==> src/cds_pkg.sv <==
// cds_pkg: shared sizes, opcodes, controller states and the command and
// status types that join the dominator controller and datapath.
// No dependencies.
`timescale 1ns / 1ps

package cds_pkg;

  // graph size
  localparam int NODES  = 64;
  localparam int NODE_W = $clog2(NODES);
  localparam int CNT_W  = NODE_W + 1;

  // input item opcodes
  localparam logic [1:0] OP_ADD   = 2'd0;
  localparam logic [1:0] OP_CLEAR = 2'd1;
  localparam logic [1:0] OP_RUN   = 2'd2;

  // controller states
  typedef enum logic [3:0] {
    S_IDLE,
    S_ADD_RD,
    S_ADD_WR,
    S_REACH_RD,
    S_REACH_CHK,
    S_PASS,
    S_INIT,
    S_ITER,
    S_NODE,
    S_NODE_LOAD,
    S_SCAN,
    S_NODE_WR,
    S_NODE_NEXT,
    S_EMIT_START,
    S_EMIT_RD,
    S_EMIT_LD
  } ctrl_state_t;

  // one datapath command per cycle
  typedef enum logic [4:0] {
    CMD_NONE,
    CMD_LOAD,
    CMD_CLEAR,
    CMD_ADD_RD,
    CMD_ADD_WR,
    CMD_RUN_START,
    CMD_PASS_START,
    CMD_REACH_RD,
    CMD_REACH_CHK,
    CMD_INIT_WR,
    CMD_ITER_START,
    CMD_NODE_RD,
    CMD_NODE_LOAD,
    CMD_SCAN,
    CMD_NODE_WR,
    CMD_NODE_NEXT,
    CMD_EMIT_START,
    CMD_EMIT_RD,
    CMD_EMIT_LD
  } dp_cmd_t;

  // datapath status seen by the controller
  typedef struct packed {
    logic i_last;
    logic n_one;
    logic pass_grew;
    logic changed;
    logic node_reached;
    logic scan_done;
    logic out_free;
  } dp_status_t;

endpackage

==> src/cds_ctrl.sv <==
// cds_ctrl: controller state machine that sequences edge loads, the
// reachability passes, the dominator iterations and result output.
// Depends on cds_pkg.
`timescale 1ns / 1ps

module cds_ctrl
  import cds_pkg::*;
(
  input  logic       clk,
  input  logic       rst,
  input  logic       in_valid,
  output logic       in_ready,
  input  logic [1:0] opcode,
  input  dp_status_t status,
  output dp_cmd_t    cmd
);

  ctrl_state_t state;
  ctrl_state_t state_next;

  // state register
  always_ff @(posedge clk) begin
    if (rst) begin
      state <= S_IDLE;
    end else begin
      state <= state_next;
    end
  end

  // next state and commands
  always_comb begin
    state_next = state;
    cmd        = CMD_NONE;
    in_ready   = 1'b0;
    case (state)
      S_IDLE: begin
        in_ready = 1'b1;
        if (in_valid) begin
          case (opcode)
            OP_ADD: begin
              cmd        = CMD_LOAD;
              state_next = S_ADD_RD;
            end
            OP_CLEAR: begin
              cmd = CMD_CLEAR;
            end
            OP_RUN: begin
              cmd        = CMD_RUN_START;
              state_next = S_REACH_RD;
            end
            default: begin
              cmd = CMD_NONE;
            end
          endcase
        end
      end
      S_ADD_RD: begin
        cmd        = CMD_ADD_RD;
        state_next = S_ADD_WR;
      end
      S_ADD_WR: begin
        cmd        = CMD_ADD_WR;
        state_next = S_IDLE;
      end
      // reachability: passes over all nodes until the mask stops growing
      S_REACH_RD: begin
        cmd        = CMD_REACH_RD;
        state_next = S_REACH_CHK;
      end
      S_REACH_CHK: begin
        cmd = CMD_REACH_CHK;
        if (!status.i_last) begin
          state_next = S_REACH_RD;
        end else if (status.pass_grew) begin
          state_next = S_PASS;
        end else begin
          state_next = S_INIT;
        end
      end
      S_PASS: begin
        cmd        = CMD_PASS_START;
        state_next = S_REACH_RD;
      end
      // initial dominator rows
      S_INIT: begin
        cmd = CMD_INIT_WR;
        if (status.i_last) begin
          state_next = S_ITER;
        end
      end
      // one sweep over nodes 1 and up
      S_ITER: begin
        cmd        = CMD_ITER_START;
        state_next = status.n_one ? S_EMIT_START : S_NODE;
      end
      S_NODE: begin
        if (status.node_reached) begin
          cmd        = CMD_NODE_RD;
          state_next = S_NODE_LOAD;
        end else begin
          state_next = S_NODE_NEXT;
        end
      end
      S_NODE_LOAD: begin
        cmd        = CMD_NODE_LOAD;
        state_next = S_SCAN;
      end
      S_SCAN: begin
        cmd = CMD_SCAN;
        if (status.scan_done) begin
          state_next = S_NODE_WR;
        end
      end
      S_NODE_WR: begin
        cmd        = CMD_NODE_WR;
        state_next = S_NODE_NEXT;
      end
      S_NODE_NEXT: begin
        cmd = CMD_NODE_NEXT;
        if (!status.i_last) begin
          state_next = S_NODE;
        end else if (status.changed) begin
          state_next = S_ITER;
        end else begin
          state_next = S_EMIT_START;
        end
      end
      // one result item per node
      S_EMIT_START: begin
        cmd        = CMD_EMIT_START;
        state_next = S_EMIT_RD;
      end
      S_EMIT_RD: begin
        if (status.out_free) begin
          cmd        = CMD_EMIT_RD;
          state_next = S_EMIT_LD;
        end
      end
      S_EMIT_LD: begin
        cmd        = CMD_EMIT_LD;
        state_next = status.i_last ? S_IDLE : S_EMIT_RD;
      end
      default: begin
        state_next = S_IDLE;
      end
    endcase
  end

endmodule

==> config.mk <==
export PLATFORM = sky130hd
export DESIGN_NAME = cds_ctrl
export DESIGN_NICKNAME = d
export VERILOG_FILES = /design/src/cds_pkg.sv /design/src/cds_ctrl.sv
export SDC_FILE = /design/constraint.sdc
export NUM_CORES = 1
export LEC_CHECK = 0
export BUFFER_PORTS_ARGS = -buffer_cell sky130_fd_sc_hd__buf_4
export CAP_MARGIN = 25
export CORE_AREA = 2 2 39 41
export CTS_CLUSTER_DIAMETER = 80
export DETAILED_ROUTE_END_ITERATION = 8
export DIE_AREA = 0 0 41 43
export PLACE_DENSITY = 0.78
export SYNTH_ARGS = -nofsm -noshare
export SYNTH_HDL_FRONTEND = slang
export SYNTH_SLANG_ARGS = --single-unit
==> constraint.sdc <==
create_clock -name clk -period 2.04 [get_ports clk]
set_input_delay 0.408 -clock clk [delete_from_list [all_inputs] [get_ports clk]]
set_output_delay 0.408 -clock clk [all_outputs]
set_load 0.01 [all_outputs]
==> flow_metrics.env <==
export IMPL_tightest_slew_ns=0.3966
export IMPL_top_register="state"
export IMPL_largest_reg_flops=4
export IMPL_root_buffer="clkbuf_4"
export IMPL_drt_initial_drc_count=33
export IMPL_synth_cell_types=32
export IMPL_io_buffers=17
export IMPL_netlist_instances=85
export IMPL_antenna_diode_count=0
export IMPL_syn_cell_area_um2=558.0
export IMPL_p_seq_share_pct=20.8
export IMPL_pin_count=18
export IMPL_reg_largest_list="state: 4 flops"
export IMPL_overflow=0
export IMPL_swShare_pct=45.74
export IMPL_htreeDepth=1
export IMPL_finalMaxSlewViolations=0
export IMPL_power_frac_clock_pct=11.4
export IMPL_cts_path_max_buffers=2
export IMPL_gp_congestion=0.8422
export IMPL_worstSetupPathType="reg2out"
export IMPL_period_share_pct=97.03
export IMPL_cts_sinks=4
export IMPL_comb_power_share_pct=67.8
export IMPL_dpl_hpwl_mm=1.124
export IMPL_post_cts_buffers=0
export IMPL_track_usage_pct=19.44
export IMPL_std_cell_rows=14
export IMPL_maxSlewHeadroom_pct=73.28
export IMPL_yosysWarnings=0
export IMPL_total_power_mw=0.8547
export IMPL_routedWlPerCell_um=13.88
export IMPL_p_leak_nw=0.2854
export IMPL_hold_class="in2reg"
export IMPL_avgSynthCellArea_um2=6.565
export IMPL_postRouteAntennaNets=0
export IMPL_p_int_mw=0.4638
export IMPL_end_kind="output pin"
export IMPL_clk_pin_slew_ns=0.04
export IMPL_path_max_fanout=12
export IMPL_status="completed"
export IMPL_syn_nets=97
export IMPL_yosysSeqAreaShare_pct=14.35
export IMPL_clk_latency_ns=0.23
export IMPL_setup_violations=0
export IMPL_vias_per_cell=6.068
export IMPL_ys_ff_latch=4
export IMPL_num_vias=710
export IMPL_grt_max_degree=15
export IMPL_route_detailed_drc=0
export IMPL_die_area_um2=1763
export IMPL_tns_ns=0
export IMPL_fp_coreArea_um2=1384
export IMPL_die_h_um=43
export IMPL_drive_gt1_share_pct=28.71
export IMPL_wl_mm=1.624
export IMPL_power_density_nw_per_um2=1174
export IMPL_die_w_um=41
export IMPL_critical_path_required_ns=1.63
export IMPL_start_kind="register"
export IMPL_final_cell_area_um2=728.2
export IMPL_start_util_pct=40.33
export IMPL_whs_ns=0.3886
export IMPL_nNetsFinal=115
export IMPL_drt_pass1_iter_count=4
export IMPL_placed_area_um2=703.2
export IMPL_cts_resized=0
export IMPL_cts_tree="yes"
export IMPL_hold_viol_final=0
export IMPL_fill_cells=130
export IMPL_max_freq_mhz=505.2
export IMPL_ir_drop_mv=0.5268
export IMPL_hold_buffers=0
export IMPL_grt_pass1_wl_mm=2.490
export IMPL_p_sw_mw=0.3910
export IMPL_grt_pass1_vias=553
export IMPL_maxCapViolCount=0
export IMPL_cts_inserted_buffers=3
export IMPL_antenna_found_initial=0
export IMPL_finClkSkew_ns=0.002557
export IMPL_arrival_ns=1.57
export IMPL_area_growth_pct=30.49
export IMPL_fin_crit_ns=1.979
-- area by class of cell --
cell class / count / area [um^2] / share of cell area, %
timing repair buffer: 22 / 165.2 / 22.68
sequential: 4 / 82.58 / 11.34
tap: 16 / 20.02 / 2.749
inverter: 3 / 11.26 / 1.546
multi-input combinational: 69 / 426.7 / 58.59
clock buffer: 3 / 22.52 / 3.093
-- path summary, 6_finish.rpt --
check | end | slack, ns | startpoint | depth (start not counted)
setup / recovery | cmd[0] | 0.06 | state[2]$_SDFFE_PP0P_ | 4
hold reg to reg | state[3]$_SDFFE_PP0P_ | 0.65 | state[0]$_SDFFE_PP0P_ | 2
hold / removal | state[3]$_SDFFE_PP0P_ | 0.39 | rst | 2
setup reg to reg | state[1]$_SDFFE_PP0P_ | 0.29 | state[1]$_SDFFE_PP0P_ | 4
-- synthesized netlist by cell type --
library cell | instances | area [um^2]
a211oi_1 | 2 | 15.01
a21o_1 | 3 | 22.52
a21oi_1 | 10 | 50.05
a22o_1 | 1 | 8.760
a311o_1 | 1 | 10.01
a311oi_1 | 1 | 8.760
a31o_2 | 1 | 8.760
a31oi_1 | 1 | 6.260
buf_2 | 5 | 25.02
clkbuf_1 | 4 | 15.01
dfxtp_1 | 4 | 80.08
inv_1 | 3 | 11.26
mux2i_1 | 1 | 10.01
nand2_1 | 6 | 22.52
nand2b_1 | 2 | 12.51
nand3_1 | 3 | 15.01
nand4_1 | 1 | 6.260
nand4b_1 | 4 | 35.03
nor2_1 | 7 | 26.28
nor2b_1 | 3 | 18.77
nor3b_1 | 2 | 15.01
nor4_1 | 1 | 6.260
o2111a_1 | 1 | 11.26
o211ai_1 | 1 | 7.510
o21a_1 | 1 | 7.510
o21ai_0 | 9 | 45.04
o21ai_1 | 2 | 10.01
o31a_1 | 1 | 8.760
o31ai_1 | 1 | 7.510
o41ai_1 | 1 | 8.760
or4b_4 | 1 | 13.76
xnor2_1 | 1 | 8.760
-- layer usage --
metal / track usage (%) / vias to the layer above / routed length (um)
met2: 27.19 / 25 / 768
met4: 4.000 / 0 / 0
met5: 0 / - / 0
met3: 1.571 / 0 / 76
met1: 31.31 / 330 / 779
li1: - / 355 / -
-- power groups by stage --
stage	logic [mW]	clock network, mW	registers [mW]
6_report	0.580	0.0977	0.178
3_3_place_gp	0.566	0	0.170
5_1_grt	0.642	0.108	0.182
4_1_cts	0.571	0.102	0.171
3_5_place_dp	0.570	0	0.172
2_1_floorplan	0.400	0	0.125
-- worst max-delay path, cell delays in order (launching register included) --
cell and delay, ns:
dfxtp_1 0.41, nor4_1 0.37, o21ai_1 0.21, o2111a_1 0.20, buf_4 0.14
-- stage by stage --
stage / std cells / utilization (%) / setup WS (ns)
after floorplan: 85 / - / 0.2800
after global placement: 114 / 50.81 / 0.3382
after detailed placement: 114 / 50.81 / 0.3235
after CTS: 117 / 52.44 / 0.06846
after global routing: 117 / 52.62 / -0.005162
final: 117 / 52.62 / 0.06064
-- placed cells by master, fill, tap and decap left out, drive strengths merged --
master and instances:
nand2 6, a21o 3, a211oi 2, nor2 7, a311oi 1, inv 3, clkbuf 3, nor2b 3
o2111a 1, mux2i 1, o21ai 11, nand3 3, o31a 1, nand2b 2, buf 22, a31oi 1
nand4 1, nand4b 4, o21a 1, a311o 1, a22o 1, o41ai 1, dfxtp 4, nor3b 2
nor4 1, or4b 1, a21oi 10, a31o 1, o211ai 1, xnor2 1, o31ai 1
-- kinds of logic after synthesis --
| kind of cell | count (synthesis) | synth area share (%) |
|---|---|---|
| flops | 4 | 14.35 |
| mux | 1 | 1.794 |
| buf+inv | 12 | 9.191 |
| compound gates | 37 | 42.38 |
| xor+xnor | 1 | 1.570 |
| simple gates | 30 | 30.72 |
Note: power is estimated with default switching activity, not from simulation.
